`src/hdl/raw_tile_pixel_packer_assert.svh`:
```
// ============================================================================
// Raw tile pixel packer assertion macros
// Shared assertion forms for the packer, clocked on clk and disabled in reset.
// ============================================================================
`ifndef RAW_TILE_PIXEL_PACKER_ASSERT_SVH
`define RAW_TILE_PIXEL_PACKER_ASSERT_SVH

// The consequent must hold in the same cycle as the antecedent.
`define RTPP_ASSERT_SAME(lbl, ante, cons) \
    lbl: assert property (@(posedge clk) disable iff (!rst_n) (ante) |-> (cons)) \
        else $error("raw tile pixel packer: same-cycle check failed");

// The consequent must hold in the cycle after the antecedent.
`define RTPP_ASSERT_NEXT(lbl, ante, cons) \
    lbl: assert property (@(posedge clk) disable iff (!rst_n) (ante) |=> (cons)) \
        else $error("raw tile pixel packer: next-cycle check failed");

`endif

```
`src/hdl/rtpp_pkg.sv`:
```
// ============================================================================
// Raw tile pixel packer package
// Payload types, register map and format codes shared by the packer.
// ============================================================================
package rtpp_pkg;

    localparam int TILE_EDGE_DEF = 64;

    localparam int CFG_AW = 4;
    localparam int CFG_DW = 32;

    localparam logic [1:0] REG_PIXEL_MODE    = 2'd0;
    localparam logic [1:0] REG_VISIBLE_WIDTH = 2'd1;
    localparam logic [1:0] REG_TILE_HEIGHT   = 2'd2;

    localparam logic [1:0] MODE_BGRX   = 2'd0;
    localparam logic [1:0] MODE_BGR    = 2'd1;
    localparam logic [1:0] MODE_RGB565 = 2'd2;

    localparam logic [2:0] BYTES_BGRX   = 3'd4;
    localparam logic [2:0] BYTES_BGR    = 3'd3;
    localparam logic [2:0] BYTES_RGB565 = 3'd2;

    localparam logic [7:0] ALPHA_FILL = 8'hFF;

    localparam logic [1:0] PIXEL_MODE_RST    = MODE_BGRX;
    localparam logic [6:0] VISIBLE_WIDTH_RST = 7'd64;
    localparam logic [6:0] TILE_HEIGHT_RST   = 7'd64;

    typedef struct packed {
        logic [7:0] blue;
        logic [7:0] green;
        logic [7:0] red;
    } pixel_t;

    typedef struct packed {
        logic [31:0] packed_word;
        logic [2:0]  byte_count;
        logic        row_end;
        logic        tile_end;
    } result_t;

endpackage

```
`src/hdl/raw_tile_pixel_packer.sv`:
```
// ============================================================================
// Raw tile pixel packer
// Packs tile pixels into BGRX, BGR or RGB565 words and pads each row to a
// multiple of four pixels by repeating its last visible pixel.
// ============================================================================
// Pixels enter on the pixel channel (pixel_valid, pixel_ready, pixel) with
// rows in sending order, and packed words leave on the result channel
// (result_valid, result_ready, result). Settings are written through the APB
// port, by the user only while the block is idle; the block does not check it.
// A pixel is taken into an input register, packed by combinational logic
// and placed in the result register. One pixel per cycle is taken while
// the receiver is ready and no row end is being padded.
// The last visible pixel of a row stays in the input register until it
// has given one copy of itself and one more for each padding column, so
// the input stalls at the end of a row while the padding copies are made.
// A stalled receiver holds the result register, and the input register
// then fills and pixel_ready drops.
// Reset empties both registers, clears the column and row counters and loads
// the default settings: BGRX, 64 visible columns and 64 rows.
module raw_tile_pixel_packer #(
    parameter int TILE_EDGE = rtpp_pkg::TILE_EDGE_DEF
) (
    input  logic                       clk,
    input  logic                       rst_n,
    input  logic                       psel,
    input  logic                       penable,
    input  logic                       pwrite,
    input  logic [rtpp_pkg::CFG_AW-1:0] paddr,
    input  logic [rtpp_pkg::CFG_DW-1:0] pwdata,
    output logic [rtpp_pkg::CFG_DW-1:0] prdata,
    output logic                       pready,
    input  logic                       pixel_valid,
    output logic                       pixel_ready,
    input  rtpp_pkg::pixel_t           pixel,
    output logic                       result_valid,
    input  logic                       result_ready,
    output rtpp_pkg::result_t          result
);

    localparam int SW   = $clog2(TILE_EDGE + 1);
    localparam int CMPW = (SW > 7) ? SW : 7;
    localparam int CNTW = $clog2(TILE_EDGE);

    logic [1:0]      pixel_mode_reg;
    logic [6:0]      visible_width_reg;
    logic [6:0]      tile_height_reg;
    logic            cfg_write;

    logic            in_valid_reg;
    rtpp_pkg::pixel_t in_pixel_reg;
    logic [1:0]      rep_reg;
    logic [1:0]      rep_next;
    logic [CNTW-1:0] column_count_reg;
    logic [CNTW-1:0] column_count_next;
    logic [CNTW-1:0] row_count_reg;
    logic [CNTW-1:0] row_count_next;
    logic            result_valid_reg;
    rtpp_pkg::result_t result_reg;
    rtpp_pkg::result_t result_next;

    logic [CMPW-1:0] width_eff;
    logic [CMPW-1:0] height_eff;
    logic [1:0]      pad;
    logic            last_visible;
    logic            last_row;
    logic            advance;
    logic            item_done;
    logic            row_done;
    logic [31:0]     word;
    logic [2:0]      count;

    function automatic logic [CMPW-1:0] clamp_size(input logic [6:0] v);
        logic [CMPW-1:0] ext;
        ext = CMPW'(v);
        if (v == 7'd0)
        begin
            return CMPW'(1);
        end
        else if (ext > CMPW'(TILE_EDGE))
        begin
            return CMPW'(TILE_EDGE);
        end
        else
        begin
            return ext;
        end
    endfunction

    // Configuration port.
    assign pready    = 1'b1;
    assign cfg_write = psel && penable && pwrite;

    always_ff @(posedge clk or negedge rst_n)
    begin
        if (!rst_n)
        begin
            pixel_mode_reg    <= rtpp_pkg::PIXEL_MODE_RST;
            visible_width_reg <= rtpp_pkg::VISIBLE_WIDTH_RST;
            tile_height_reg   <= rtpp_pkg::TILE_HEIGHT_RST;
        end
        else if (cfg_write)
        begin
            unique case (paddr[3:2])
                rtpp_pkg::REG_PIXEL_MODE:    pixel_mode_reg    <= pwdata[1:0];
                rtpp_pkg::REG_VISIBLE_WIDTH: visible_width_reg <= pwdata[6:0];
                rtpp_pkg::REG_TILE_HEIGHT:   tile_height_reg   <= pwdata[6:0];
                default:
                begin
                end
            endcase
        end
    end

    always_comb
    begin
        unique case (paddr[3:2])
            rtpp_pkg::REG_PIXEL_MODE:    prdata = 32'(pixel_mode_reg);
            rtpp_pkg::REG_VISIBLE_WIDTH: prdata = 32'(visible_width_reg);
            rtpp_pkg::REG_TILE_HEIGHT:   prdata = 32'(tile_height_reg);
            default:                     prdata = '0;
        endcase
    end

    // Row geometry.
    assign width_eff    = clamp_size(visible_width_reg);
    assign height_eff   = clamp_size(tile_height_reg);
    assign pad          = 2'd0 - width_eff[1:0];
    assign last_visible = !((CMPW'(column_count_reg) + CMPW'(1)) < width_eff);
    assign last_row     = (CMPW'(row_count_reg) + CMPW'(1)) >= height_eff;

    // Pixel formatting.
    always_comb
    begin
        case (pixel_mode_reg)
            rtpp_pkg::MODE_BGRX:
            begin
                word  = {rtpp_pkg::ALPHA_FILL, in_pixel_reg.red,
                         in_pixel_reg.green, in_pixel_reg.blue};
                count = rtpp_pkg::BYTES_BGRX;
            end
            rtpp_pkg::MODE_BGR:
            begin
                word  = {8'd0, in_pixel_reg.red, in_pixel_reg.green, in_pixel_reg.blue};
                count = rtpp_pkg::BYTES_BGR;
            end
            default:
            begin
                word  = {16'd0, in_pixel_reg.red[7:3], in_pixel_reg.green[7:2],
                         in_pixel_reg.blue[7:3]};
                count = rtpp_pkg::BYTES_RGB565;
            end
        endcase
    end

    // Each cycle the held pixel gives one copy while the result register can load.
    assign advance     = in_valid_reg && (!result_valid_reg || result_ready);
    assign row_done    = last_visible && (rep_reg == pad);
    assign item_done   = !last_visible || (rep_reg == pad);
    assign pixel_ready = !in_valid_reg || (advance && item_done);

    always_comb
    begin
        result_next.packed_word = word;
        result_next.byte_count  = count;
        result_next.row_end     = row_done;
        result_next.tile_end    = row_done && last_row;
    end

    always_comb
    begin
        rep_next          = rep_reg;
        column_count_next = column_count_reg;
        row_count_next    = row_count_reg;
        if (advance)
        begin
            if (!last_visible)
            begin
                column_count_next = column_count_reg + CNTW'(1);
            end
            else if (row_done)
            begin
                rep_next          = 2'd0;
                column_count_next = '0;
                row_count_next    = last_row ? '0 : row_count_reg + CNTW'(1);
            end
            else
            begin
                rep_next = rep_reg + 2'd1;
            end
        end
    end

    always_ff @(posedge clk or negedge rst_n)
    begin
        if (!rst_n)
        begin
            in_valid_reg     <= 1'b0;
            rep_reg          <= 2'd0;
            column_count_reg <= '0;
            row_count_reg    <= '0;
            result_valid_reg <= 1'b0;
        end
        else
        begin
            rep_reg          <= rep_next;
            column_count_reg <= column_count_next;
            row_count_reg    <= row_count_next;
            if (pixel_ready)
            begin
                in_valid_reg <= pixel_valid;
            end
            if (advance)
            begin
                result_valid_reg <= 1'b1;
            end
            else if (result_ready)
            begin
                result_valid_reg <= 1'b0;
            end
        end
    end

    always_ff @(posedge clk)
    begin
        if (pixel_valid && pixel_ready)
        begin
            in_pixel_reg <= pixel;
        end
        if (advance)
        begin
            result_reg <= result_next;
        end
    end

    assign result_valid = result_valid_reg;
    assign result       = result_reg;

`include "raw_tile_pixel_packer_assert.svh"

    `RTPP_ASSERT_SAME(a_tile_end_on_row_end, result_valid && result.tile_end, result.row_end)
    `RTPP_ASSERT_SAME(a_rep_within_pad, in_valid_reg, rep_reg <= pad)
    `RTPP_ASSERT_SAME(a_repeat_only_last, rep_reg != 2'd0, in_valid_reg && last_visible)
    `RTPP_ASSERT_NEXT(a_copy_loads_result, advance, result_valid)

endmodule
```
`config.mk`:
```
export PLATFORM = sky130hd
export DESIGN_NAME = raw_tile_pixel_packer
export DESIGN_NICKNAME = d
export VERILOG_FILES = /design/src/hdl/rtpp_pkg.sv /design/src/hdl/raw_tile_pixel_packer.sv
export VERILOG_INCLUDE_DIRS = /design/src /design/src/hdl
export SDC_FILE = /design/constraint.sdc
export NUM_CORES = 1
export LEC_CHECK = 0
export ABC_AREA = 1
export BUFFER_PORTS_ARGS = -buffer_cell sky130_fd_sc_hd__buf_2
export CAP_MARGIN = 40
export CORE_MARGIN = 2
export CORE_UTILIZATION = 51
export DETAILED_ROUTE_END_ITERATION = 16
export GPL_TIMING_DRIVEN = 0
export HOLD_SLACK_MARGIN = 0.12
export PLACE_DENSITY = 0.78
export SYNTH_ARGS = -nofsm -noshare
export SYNTH_HDL_FRONTEND = slang
export SYNTH_SLANG_ARGS = --single-unit
export TNS_END_PERCENT = 100
```
`constraint.sdc`:
```
create_clock -name clk -period 4.4 [get_ports clk]
set_clock_uncertainty 0.05 [all_clocks]
set_input_delay 0.44 -clock clk [delete_from_list [all_inputs] [get_ports clk]]
set_output_delay 0.44 -clock clk [all_outputs]
set_load 0.02 [all_outputs]
```
* Word level (Yosys, flattened, before mapping)
Cells that the tools add are included.
** Operators by class
- Bitwise operators :: 1
- Add/sub/neg operators :: 6
- Equality and inequality tests :: 4
- Muxes and demuxes :: 13
- Magnitude comparators :: 4
- Reduce and logical (&&, ||, !) cells :: 25
** Operators with widths (count)
- 32-bit one-hot mux with 2 select lines :: 1
- 7-bit two-way mux :: 4
- 7-bit one-hot mux with 3 select lines :: 1
- 6-bit two-way mux :: 3
- 6-bit by 1-bit adder with 7-bit output, second input constant :: 2
- 7-bit > comparator, second input constant :: 2
- 7-bit zero test :: 2
- 6-bit by 1-bit adder with 6-bit output, second input constant :: 2
- 2-bit AND reduction :: 5
- 7-bit greater-or-equal comparator :: 1
- 1-bit logical AND :: 7
- 7-bit < comparator :: 1
- 3-bit one-hot mux with 2 select lines :: 1
- 2-bit by 1-bit equality test with 1-bit output, second input constant :: 2
- 2-bit zero test :: 2
- 2-bit nonzero test :: 2
- 1-bit zero test :: 3
- 1-bit logical OR :: 3
- 3-bit AND reduction :: 1
- 2-bit by 1-bit adder with 2-bit output, second input constant :: 1
- 2-bit equality test :: 1
- 2-bit equality test, second input constant :: 1
- 1-bit two-way mux :: 2
- 2-bit two-way mux :: 1
- other kinds (2) :: 2
** Word-level totals
- Flip-flop bits (word level) :: 93
- Bits of input ports :: 67
- Output and inout port bits :: 72
- Logic and storage cells :: 68

* Longest topological paths before layout
Gate-level depths: netlist (run 1).
- Word-level depth :: 9
- Mapped depth :: 13
- Gate-level depth less buffers :: 13

* Worst setup path after synthesis (run 1)
No wires, ideal clock.
- Path kind :: register to register
- Start :: reg column_count_reg[0]
- End :: reg in_pixel_reg[0] (netlist name) (enable)
- Stages on the path, launching flop included :: 12
- Arrival time :: 2.681 ns
- Data required time :: 3.961 ns
- Setup slack :: 1.280 ns
- Setup time :: 0.389 ns
- Path buffers :: 0
- Path through :: dfrtp_1 ha_1 nand3_1 xnor2_1 ha_1 a21oi_1 nor2_1 a211oi_1 nand2_4 nand2_4 nand2_4 a21oi_2
** Between the ends
- Word-level cells in the longest chain between the ends :: 6
** Ends and longest elaborated chain
- start, declared :: line raw_tile_pixel_packer.sv:53 : logic [CNTW-1:0] column_count_reg;
- start signal, assigned :: line raw_tile_pixel_packer.sv:206 : column_count_reg <= column_count_next;
- 6-bit by 1-bit adder with 7-bit output :: line raw_tile_pixel_packer.sv:128 : assign last_visible = !((CMPW'(column_count_reg) + CMPW'(1)) < width_eff);
- 7-bit < comparator :: line raw_tile_pixel_packer.sv:128
- 1-bit logical OR :: line raw_tile_pixel_packer.sv:158 : assign item_done = !last_visible || (rep_reg == pad);
- 1-bit logical AND :: line raw_tile_pixel_packer.sv:159 : assign pixel_ready = !in_valid_reg || (advance && item_done);
- 1-bit logical OR :: line raw_tile_pixel_packer.sv:159
- 1-bit logical AND :: line raw_tile_pixel_packer.sv:225 : if (pixel_valid && pixel_ready)
- end signal, assigned :: line raw_tile_pixel_packer.sv:227 : in_pixel_reg <= pixel;
- end, declared :: line raw_tile_pixel_packer.sv:50 : rtpp_pkg::pixel_t in_pixel_reg;
No other way between the ends.
A chain may end at the register's enable or synchronous reset.

* Worst setup path in the final report (run 1)
- Start :: reg column_count_reg[0]
- End :: reg in_pixel_reg[18] (netlist name) (enable)
The elaborated chain is that of the path after synthesis.

==> metrics.md, run 1 <==
| Metric | Value |
|---|---|
| GRT Util Overall | 20.12% |
| Period utilization | 75.60% |
| Placer congestion estimate | 0.9081 |
| CTS HTree Levels | 3 |
| FF-to-FF setup slack | 1.07 ns |
| Syn Area/Cell | 10.14 µm² |
| Die area | 8911 µm² |
| First-pass GRT wire length | 13790 µm |
| Slew @ Worst Pin | 0.7399 ns |
| Synth area leader | edfxtp_1 |
| Drt first-iter violations | 141 |
| Top post-synthesis cells by area | edfxtp_1 (38%), dfrtp_1 (18%), nand2_1 (8.9%) |
| Most frequent cells after synthesis | nand2_1 (99), edfxtp_1 (53), inv_1 (39) |
| Num rows | 32 |
| Hold_buf cts | 1 |
| Vias | 3045 |
| Most common cell in the netlist | nand2_1 |
| Area grow syn2layout | 21.34% |
| Port bufs | 85 |
| CTS buffer count | 9 |
| Max capacitance violation total | 0 |
| Slew Limit Fails | 0 |
| Worst slew margin | 50.67% |
| Synth warn | 0 |
| Filler Cells Inserted | 647 |
| Setup TNS | 0 ns |
| Routed len/inst | 13.22 µm |
| Endpoints failing setup | 0 |
| CTS tree | built |
| Antenna Nets Post-Route | 0 |
| Initial core utilization | 53.38% |
| Maximum vdd ir drop | 0.2941 mV |
| Cts repair resizes | 0 |
| Sequential Area | 2395 µm² |
| Drt drc | 0 |
| Initial antenna violation count | 0 |
| CTS root buf | clkbuf_8 |
| Critical Path Fanout Max | 15 |
| Status | completed |
| Fin crit period | 3.326 ns |
| Final Hold Viols | 0 |
| Synthesis-stage register bit count | 85 |
| Via density per instance | 4.758 |
| Max Freq | 300.6 MHz |
| Clk_lat worst skew | 0.36 ns |
| Chip Height | 94.40 µm |
| Synth Cell Area | 4168 µm² |
| Share of the synthesized area in the top cell type | 38.19% |
| Finished Core Util | 64.78% |
| Ports | 139 |
| Largest register FFs | 29 |
| CTS sink cnt | 85 |
| Worst Hold Class | primary input to flop |
| Post-DP HPWL | 6381 µm |
| Reg clk slew, reported paths | 0.09 ns |
| Startpoint types | flop |
| Tot Pwr | 3220 µW |
| Multi-input gate area | 1389 µm² |
| Die X-Extent | 94.40 µm |
| Top FF cell, synth | edfxtp_1 |
| P_leak | 0.002541 µW |
| Core box area | 7807 µm² |
| RSZ-0062 raised after global routing | false |
| WS Path Type | flop to flop |
| Detailed Routing Iterations Pass 1 | 5 |
| Total grt overflow | 0 |
| Vias in the first global route | 3049 |
| Min Hold Slack | 0.2004 ns |
| Post-CTS Setup Bufs | 0 |
| Seq/Total Area, Yosys | 57.46% |
| Total Wirelength | 8459 µm |
| Netlist cell types | 38 |
| EDFF count, synth | 53 |
| Syn Inst Count | 411 |
| Ant diodes | 0 |
| Clock Path Buffers | 2 |
| Req. time, crit path | 4.41 ns |
| Power Density | 636.6 nW/µm² |
| Largest net degree at the start of global routing | 33 |
| # nets final | 615 |
| Critical Path AT | 3.34 ns |
| Share of cells above drive strength 1 | 29.93% |
| Setup crit end kind | flop |
| Async SR Flop Fraction | 37.65% |
[layer usage]
| metal | vias up | global-route usage, % | routed length, µm |
|---|---|---|---|
| li1 | 1520 | - | - |
| met1 | 1387 | 24.48 | 3401 |
| met2 | 124 | 35.77 | 4317 |
| met3 | 14 | 4.948 | 613 |
| met4 | 0 | 5.556 | 127 |
| met5 | - | 0 | 0 |
[path summary, 6_finish.rpt]
kind | from | end | cells past startpoint
max | column_count_reg[0] | in_pixel_reg[18] | 12
min | pixel[20] | in_pixel_reg[20] | 1
max reg2reg | column_count_reg[0] | in_pixel_reg[18] | 12
min reg2reg | visible_width_reg[6] | visible_width_reg[6] | 2
max in group asynchronous | rst_n | row_count_reg[3] | 2
min in group asynchronous | rst_n | visible_width_reg[3] | 2
[area by class of cell]
type / count / share of cell area, %
multi-input cells: 264 / 27.46
inverters: 45 / 3.810
flip-flops and latches: 85 / 47.35
plain buffers: 41 / 5.567
well taps: 102 / 2.523
clock inverters: 6 / 1.856
repair buffers: 87 / 8.906
clock buffers: 10 / 2.523
[worst max-delay path: stages, from the launching register on]
cell	delay [ns]
dfrtp_1	0.42
ha_1	0.24
nand3_1	0.12
xnor2_1	0.22
ha_1	0.29
a21oi_1	0.16
nor2_1	0.05
a211oi_1	0.31
nand2_4	0.17
nand2_4	0.10
nand2_4	0.08
a21oi_2	0.57
buf_8	0.26
[report_power, final]
part,switching (µW),internal (µW),total (µW)
registers,138,1170,1310
clock network,280,325,605
logic,852,453,1310
[cell usage in the layout, fill, tap and decap left out, drive strengths merged, types with 3 or more instances in the layout]
cell / synthesis / routed
inv: 43 / 45
ha: 15 / 15
nand4: 3 / 3
nand3: 8 / 8
xor2: 8 / 8
clkbuf: 7 / 17
o21ai: 29 / 29
buf: 34 / 120
nand2: 108 / 108
conb: 2 / 26
nor2: 36 / 36
bufinv: 1 / 3
a22o: 3 / 3
a21oi: 14 / 14
dfrtp: 30 / 30
edfxtp: 53 / 53
[cells by family after synthesis]
logic type,synth area share (%)
and+or+nand+nor,16.45
buffers and inverters,11.38
DFF,57.46
AOI/OAI and AO/OA,7.206
adders and majority gates,4.503
xor gates and xnor gates,2.282
other,0.1802
muxes,0.5403
[through the flow]
stage                     worst slack [ns]  std cells  instance area (µm²)
after CTS                            1.003        640                 5057
final                                1.074        640                 5057
after global routing                0.7417        640                 5057
after floorplan                      1.280        435                 4258
after global placement              0.7308        622                 4811
after detailed placement             1.019        623                 4826
Power figures use the tool's default switching activity.
==> run 2, diff against run 1 <==
==> constraint.sdc (replaced) <==
create_clock -name clk -period 3.5 [get_ports clk]
set_clock_uncertainty 0.05 [all_clocks]
set_input_delay 0.35 -clock clk [delete_from_list [all_inputs] [get_ports clk]]
set_output_delay 0.35 -clock clk [all_outputs]
set_load 0.02 [all_outputs]
==> metrics.md, run 2 (same netlist as run 1, synthesis figures left out) <==
| Metric | Value |
|---|---|
| Cells after DPL | 623 (unchanged) |
| Via density per instance | 4.773 (was 4.758) |
| P_leak | 0.002625 µW (was 0.002541 µW) |
| Multi-input gate area | 1396 µm² (was 1389 µm²) |
| Worst slew margin | 50.58% (was 50.67%) |
| Crit path buf inv count | 1 (unchanged) |
| Post-DP HPWL | 6381 µm (unchanged) |
| Status | completed (unchanged) |
| Wire length on met2 | 4699 µm (was 4317 µm) |
| CTS root buf | clkbuf_8 (unchanged) |
| CP peak stage delay | 0.42 ns (was 0.57 ns) |
| Num rows | 32 (unchanged) |
| Detailed Routing Iterations Pass 1 | 4 (was 5) |
| Die X-Extent | 94.40 µm (unchanged) |
| CTS tree | built (unchanged) |
| FF-to-FF setup slack | 0.36 ns (was 1.07 ns) |
| Core box area | 7807 µm² (unchanged) |
| Req. time, crit path | 3.10 ns (was 4.41 ns) |
| WL met1 | 3538 µm (was 3401 µm) |
| Met3 Wirelength | 554 µm (was 613 µm) |
| Most frequent cells in the layout | nand2_1 (99), buf_2 (85), edfxtp_1 (53), inv_1 (39), nor2_1 (35) (unchanged) |
| Die area | 8911 µm² (unchanged) |
| Sequential Area | 2395 µm² (unchanged) |
| Slowest cell on the critical path | dfrtp_1 (was a21oi_2) |
| Power Density | 775.2 nW/µm² (was 636.6 nW/µm²) |
| Port bufs | 85 (unchanged) |
| CTS HTree Levels | 3 (unchanged) |
| Most frequent CP cell | nand2_4 (unchanged) |
| Largest net degree at the start of global routing | 33 (unchanged) |
| Post-CTS Setup Bufs | 0 (unchanged) |
| Startpoint types | flop (unchanged) |
| Path depth of the worst reg2reg path | 12 (unchanged) |
| Total Wirelength | 8905 µm (was 8459 µm) |
| WS Path Type | flop to output pin (was flop to flop) |
| Slew @ Worst Pin | 0.7413 ns (was 0.7399 ns) |
| Endpoints failing setup | 0 (unchanged) |
| Filler Cells Inserted | 615 (was 647) |
| Share of cells above drive strength 1 | 28.85% (was 29.93%) |
| Chip Height | 94.40 µm (unchanged) |
| Vias in the first global route | 3127 (was 3049) |
| CP delay by family, top | simple AND/OR/NAND/NOR gates (was compound AO/OA/AOI/OAI gates) |
| Critical Path Fanout Max | 8 (was 15) |
| CTS sink cnt | 85 (unchanged) |
| Finished Core Util | 67.47% (was 64.78%) |
| Ports | 139 (unchanged) |
| Vias | 3155 (was 3045) |
| Antenna Nets Post-Route | 0 (unchanged) |
| Setup TNS | 0 ns (unchanged) |
| Max Freq | 315.9 MHz |
| RSZ-0062 raised after global routing | false (unchanged) |
| Drt first-iter violations | 185 (was 141) |
| Clock Path Buffers | 2 (unchanged) |
| First-pass GRT wire length | 14210 µm (was 13790 µm) |
| CTS buffer count | 9 (unchanged) |
| # nets final | 635 (was 615) |
| Hold Path Origin | pixel[16] (was pixel[20]) |
| Max capacitance violation total | 0 (unchanged) |
| Initial core utilization | 53.38% (unchanged) |
| Routed len/inst | 13.47 µm (was 13.22 µm) |
| Total grt overflow | 0 (unchanged) |
| Maximum vdd ir drop | 0.3688 mV (was 0.2941 mV) |
| Reg clk slew, reported paths | 0.08 ns (was 0.09 ns) |
| Period utilization | 90.45% |
| Initial antenna violation count | 0 (unchanged) |
| Area grow syn2layout | 26.39% (was 21.34%) |
| Slew Limit Fails | 0 (unchanged) |
| Largest register FFs | 29 (unchanged) |
| Top sig layer | met4 (unchanged) |
| WHS Endpoint | in_pixel_reg[16] (was in_pixel_reg[20]) |
| Final Hold Viols | 0 (unchanged) |
| Placer congestion estimate | 0.9081 (unchanged) |
| Commonest non-fill, non-tap cell in the layout | nand2_1 (unchanged) |
| Drt drc | 0 (unchanged) |
| Clk_lat worst skew | 0.36 ns (about the same) |
| Worst R2R End | in_pixel_reg[18] (unchanged) |
| Worst Hold Class | primary input to flop (unchanged) |
| Critical-path cell list | ha_1 -> nand3_1 -> xnor2_1 -> ha_1 -> a21oi_1 -> nor2_1 -> a211oi_1 -> nand2_4 -> nand2_4 -> nand2_4 -> nand2_2 -> buf_2 (was ha_1 -> nand3_1 -> xnor2_1 -> ha_1 -> a21oi_1 -> nor2_1 -> a211oi_1 -> nand2_4 -> nand2_4 -> nand2_4 -> a21oi_2 -> buf_8) |
| Setup crit end kind | output pin (was flop) |
| Critical Path AT | 2.77 ns (was 3.34 ns) |
| Min-Delay Path Depth | 1 (unchanged) |
| Fin crit period | 3.166 ns |
| GRT Util Overall | 20.76% (was 20.12%) |
| Finished Layout Cells | 661 (was 640) |
| RR Startpoint | column_count_reg[0] (unchanged) |
| Min Hold Slack | 0.1357 ns (was 0.2004 ns) |
==> run 2: worst max path at each step <==
stage,from,endpoint,depth (start not counted)
5_1_grt,column_count_reg[0],in_pixel_reg[18],12
3_3_place_gp,column_count_reg[0],in_pixel_reg[18],11
3_5_place_dp,column_count_reg[0],in_pixel_reg[18],12
4_1_cts,column_count_reg[0],in_pixel_reg[18],12
2_1_floorplan,column_count_reg[0],in_pixel_reg[0],11
6_report,column_count_reg[0],pixel_ready,12
==> run 2: timing repair <==
item                       CTS  global route
setup endpoints to repair    0            15
hold buffers                16             5
gates resized for setup      0             1
hold endpoints to repair    45             5
==> run 2: cell type report <==
| cell class | count | share of cell area [%] |
|---|---|---|
| clock inverters | 6 | 1.781 |
| flip-flops and latches | 85 | 45.46 |
| multi-input cells | 264 | 26.51 |
| repair buffers | 107 | 12.35 |
| diodes | 1 | 0.04751 |
| clock buffers | 10 | 2.423 |
| well taps | 102 | 2.423 |
| plain buffers | 41 | 5.344 |
| inverters | 45 | 3.658 |
==> run 2: layer usage <==
layer / GRT usage [%] / up-vias
met4: 5.797 / 0
li1: - / 1564
met2: 37.56 / 109
met1: 24.85 / 1472
met5: 0 / -
met3: 4.789 / 10
==> run 2: power by group <==
| group | internal, µW | total [µW] | switching (µW) |
|---|---|---|---|
| Clock | 408 | 762 | 354 |
| Sequential | 1470 | 1650 | 176 |
| Combinational | 588 | 1670 | 1090 |
==> run 2: stage by stage <==
stage | instance area [µm²] | worst slack (ns) | total power (µW)
3_3_place_gp | 4811 | -0.1692 | 3217
6_report | 5268 | 0.3343 | 4083
3_5_place_dp | 4826 | 0.1191 | 3315
5_1_grt | 5265 | 0.06909 | 4358
2_1_floorplan | 4258 | 0.3795 | 2834
4_1_cts | 5207 | 0.1031 | 4095
==> run 3, diff against run 2 <==
--- a/config.mk
+++ b/config.mk
@@ -6,15 +6,14 @@
 export SDC_FILE = /design/constraint.sdc
 export NUM_CORES = 1
 export LEC_CHECK = 0
-export ABC_AREA = 1
 export BUFFER_PORTS_ARGS = -buffer_cell sky130_fd_sc_hd__buf_2
 export CAP_MARGIN = 40
 export CORE_MARGIN = 2
-export CORE_UTILIZATION = 51
+export CORE_UTILIZATION = 50
 export DETAILED_ROUTE_END_ITERATION = 16
 export GPL_TIMING_DRIVEN = 0
 export HOLD_SLACK_MARGIN = 0.12
-export PLACE_DENSITY = 0.78
+export PLACE_DENSITY = 0.76
 export SYNTH_ARGS = -nofsm -noshare
 export SYNTH_HDL_FRONTEND = slang
 export SYNTH_SLANG_ARGS = --single-unit
==> metrics.md, run 3 <==
| Metric | Value |
|---|---|
| Synth warn | 0 (unchanged) |
| Total grt overflow | 0 (unchanged) |
| Min Hold Slack | 0.1433 ns (was 0.1357 ns) |
| CTS sink cnt | 85 (unchanged) |
| Clock Path Buffers | 2 (unchanged) |
| Finished Core Util | 65.38% (was 67.47%) |
| Req. time, crit path | 3.10 ns (about the same) |
| Power Density | 705.3 nW/µm² (was 775.2 nW/µm²) |
| Seq/Total Area, Yosys | 58.26% (was 57.46%) |
| Startpoint types | flop (unchanged) |
| Commonest non-fill, non-tap cell in the layout | buf_2 (was nand2_1) |
| Die area | 8961 µm² (was 8911 µm²) |
| Ports | 139 (unchanged) |
| Most frequent cells after synthesis | edfxtp_1 (53), buf_4 (34), dfrtp_1 (30), mux2_2 (30), o21ai_0 (24) (was nand2_1 (99), edfxtp_1 (53), inv_1 (39)) |
| Synth Cell Area | 4110 µm² (was 4168 µm²) |
| Chip Height | 94.67 µm (was 94.40 µm) |
| Placer congestion estimate | 0.8340 (was 0.9081) |
| Routed len/inst | 14.28 µm (was 13.47 µm) |
| Most common cell in the netlist | edfxtp_1 (was nand2_1) |
| Worst slew margin | 51.51% (was 50.58%) |
| Critical Path AT | 2.89 ns (was 2.77 ns) |
| Num rows | 33 (was 32) |
| Async SR Flop Fraction | 37.65% (unchanged) |
| CTS tree | built (unchanged) |
| CTS HTree Levels | 3 (unchanged) |
| Fin crit period | 3.295 ns (was 3.166 ns) |
| CTS root buf | clkbuf_8 (unchanged) |
| Vias in the first global route | 2718 (was 3127) |
| Worst Hold Class | primary input to flop (unchanged) |
| Slew Limit Fails | 0 (unchanged) |
| First-pass GRT wire length | 13230 µm (was 14210 µm) |
| Drt drc | 0 (unchanged) |
| Initial core utilization | 50.79% (was 53.38%) |
| Wire length on met2 | 4246 µm (was 4699 µm) |
| Maximum vdd ir drop | 0.4302 mV (was 0.3688 mV) |
| Design Area, Final | 5291 µm² (was 5268 µm²) |
| Vias | 2878 (was 3155) |
| Initial antenna violation count | 0 (unchanged) |
| GRT Util Overall | 19.73% (was 20.76%) |
| RSZ-0062 raised after global routing | false (unchanged) |
| Post-DP HPWL | 5757 µm (was 6381 µm) |
| WL met1 | 3608 µm (was 3538 µm) |
| Status | completed (unchanged) |
| Share of cells above drive strength 1 | 37.45% (was 28.85%) |
| Ant diodes | 0 (was 1) |
| EDFF count, synth | 53 (unchanged) |
| Syn Area/Cell | 12.61 µm² (was 10.14 µm²) |
| Final Hold Viols | 0 (unchanged) |
| WS Path Type | flop to output pin (unchanged) |
| Antenna Nets Post-Route | 0 (unchanged) |
| Synthesis-stage register bit count | 85 (unchanged) |
| Netlist cell types | 45 (was 38) |
| Slew @ Worst Pin | 0.7273 ns (was 0.7413 ns) |
| Met3 Wirelength | 386 µm (was 554 µm) |
| Top FF cell, synth | edfxtp_1 (unchanged) |
| Die X-Extent | 94.67 µm (was 94.40 µm) |
| Top post-synthesis cells by area | edfxtp_1 (39%), dfrtp_1 (18%), mux2_2 (8.2%) (was edfxtp_1 (38%), dfrtp_1 (18%), nand2_1 (8.9%)) |
| Top sig layer | met4 (unchanged) |
| Multi-input gate area | 1509 µm² (was 1396 µm²) |
| Port bufs | 84 (was 85) |
| Period utilization | 94.13% (was 90.45%) |
| CTS buffer count | 9 (unchanged) |
| Critical Path Fanout Max | 6 (was 8) |
| Setup crit end kind | output pin (unchanged) |
| P_leak | 0.002325 µW (was 0.002625 µW) |
| Filler Cells Inserted | 619 (was 615) |
| # nets final | 556 (was 635) |
| Most frequent cells in the layout | buf_2 (87), edfxtp_1 (53), buf_4 (35), mux2_2 (30), dfrtp_1 (29) (was nand2_1 (99), buf_2 (85), edfxtp_1 (53), inv_1 (39), nor2_1 (35)) |
| Cell Area, Placed | 4805 µm² (was 4826 µm²) |
| Largest register FFs | 29 (unchanged) |
| Drt first-iter violations | 149 (was 185) |
| Max Freq | 303.5 MHz (was 315.9 MHz) |
| Detailed Routing Iterations Pass 1 | 4 (unchanged) |
| Share of the synthesized area in the top cell type | 38.72% (was 38.19%) |
| Max capacitance violation total | 0 (unchanged) |
| Total Wirelength | 8326 µm (was 8905 µm) |
| Reg clk slew, reported paths | 0.08 ns (about the same) |
| Via density per instance | 4.937 (was 4.773) |
| Syn Inst Count | 326 (was 411) |
| Synth area leader | edfxtp_1 (unchanged) |
| Core box area | 8093 µm² (was 7807 µm²) |
| Endpoints failing setup | 0 (unchanged) |
| Clk_lat worst skew | 0.34 ns (was 0.36 ns) |
| Largest net degree at the start of global routing | 33 (unchanged) |
| Area grow syn2layout | 28.74% (was 26.39%) |
| Sequential Area | 2396 µm² (was 2395 µm²) |
==> run 3: cell types whose count changed in the layout (fill, tap and decap cells not counted), sizes merged, moves of 6 or more <==
cell / delta
nor3b: +7
nor2b: +13
a21oi: -10
mux2: +28
inv: -34
nor2: -29
xor2: -6
nand2: -85
nand2b: +7
==> run 3: cell type report <==
type,instances,share of cell area [%]
multi-input cells,214,28.52
clock inverters,5,1.608
well taps,105,2.483
clock buffers,10,2.412
repair buffers,113,13.62
inverters,10,0.7094
plain buffers,41,5.368
flip-flops and latches,85,45.28
==> run 3: timing repair <==
| action | in CTS | in global routing |
|---|---|---|
| gates resized for setup | 4 | 1 |
| endpoints found under the hold margin | 52 | 1 |
| hold buffers | 23 | 1 |
| endpoints found under the setup margin | 21 | 21 |
| pin swaps | 0 | 1 |
| setup buffers | 0 | 1 |
==> run 3: worst max-delay path: stages (launching register included) <==
cell and delay (ns):
dfrtp_2 0.43, ha_2 0.24, nand3_1 0.14, xnor2_2 0.18, ha_1 0.32, a211oi_1 0.31, o21ai_0 0.17, o21a_1 0.26
a31oi_4 0.17, nand2b_1 0.17, buf_2 0.17
==> run 3: metal layers <==
metal	global-route usage, %	up-vias
li1	-	1402
met5	0	-
met2	33.10	91
met3	3.192	6
met1	25.65	1379
met4	7.971	0
==> run 3: final timing paths <==
check                                            to                 from  depth (start not counted)  slack [ns]
worst max-delay path                    pixel_ready  column_count_reg[0]                         10        0.21
worst min-delay path                in_pixel_reg[9]             pixel[9]                          1        0.14
worst max register to register      in_pixel_reg[2]  column_count_reg[0]                         11        0.26
worst min register to register         result_valid         in_valid_reg                          1        0.45
max in group asynchronous       column_count_reg[0]                rst_n                          2        2.34
min in group asynchronous          row_count_reg[2]                rst_n                          2        0.55
==> run 3: through the flow <==
stage | setup TNS (ns) | setup slack (ns) | cells | total power [µW]
3_3_place_gp | -10.41 | -0.4356 | 539 | 2841
6_report | 0 | 0.2055 | 583 | 3732
5_1_grt | 0 | 0.03223 | 583 | 3970
4_1_cts | 0 | 0.02787 | 581 | 3732
2_1_floorplan | 0 | 0.008297 | 350 | 2507
3_5_place_dp | -2.781 | -0.1404 | 543 | 2920
==> run 3: where the power goes <==
part	internal [µW]	switching (µW)	leakage [µW]	total (µW)
combinational	587	799	0.00132	1390
sequential	1410	183	0.000901	1590
clock	404	354	0.000103	758
==> run 3: logic make-up (layout without fill, tap and decap cells) <==
kind of cell	after synthesis	in the layout	share of synthesized area [%]
flops	85	85	58.26
simple gates	84	84	11.17
buf+inv	51	179	7.823
compound gates	47	47	7.124
mux	33	33	8.950
fa+ha+maj	15	15	4.566
xor+xnor	9	9	1.918
other cells	2	26	0.1827
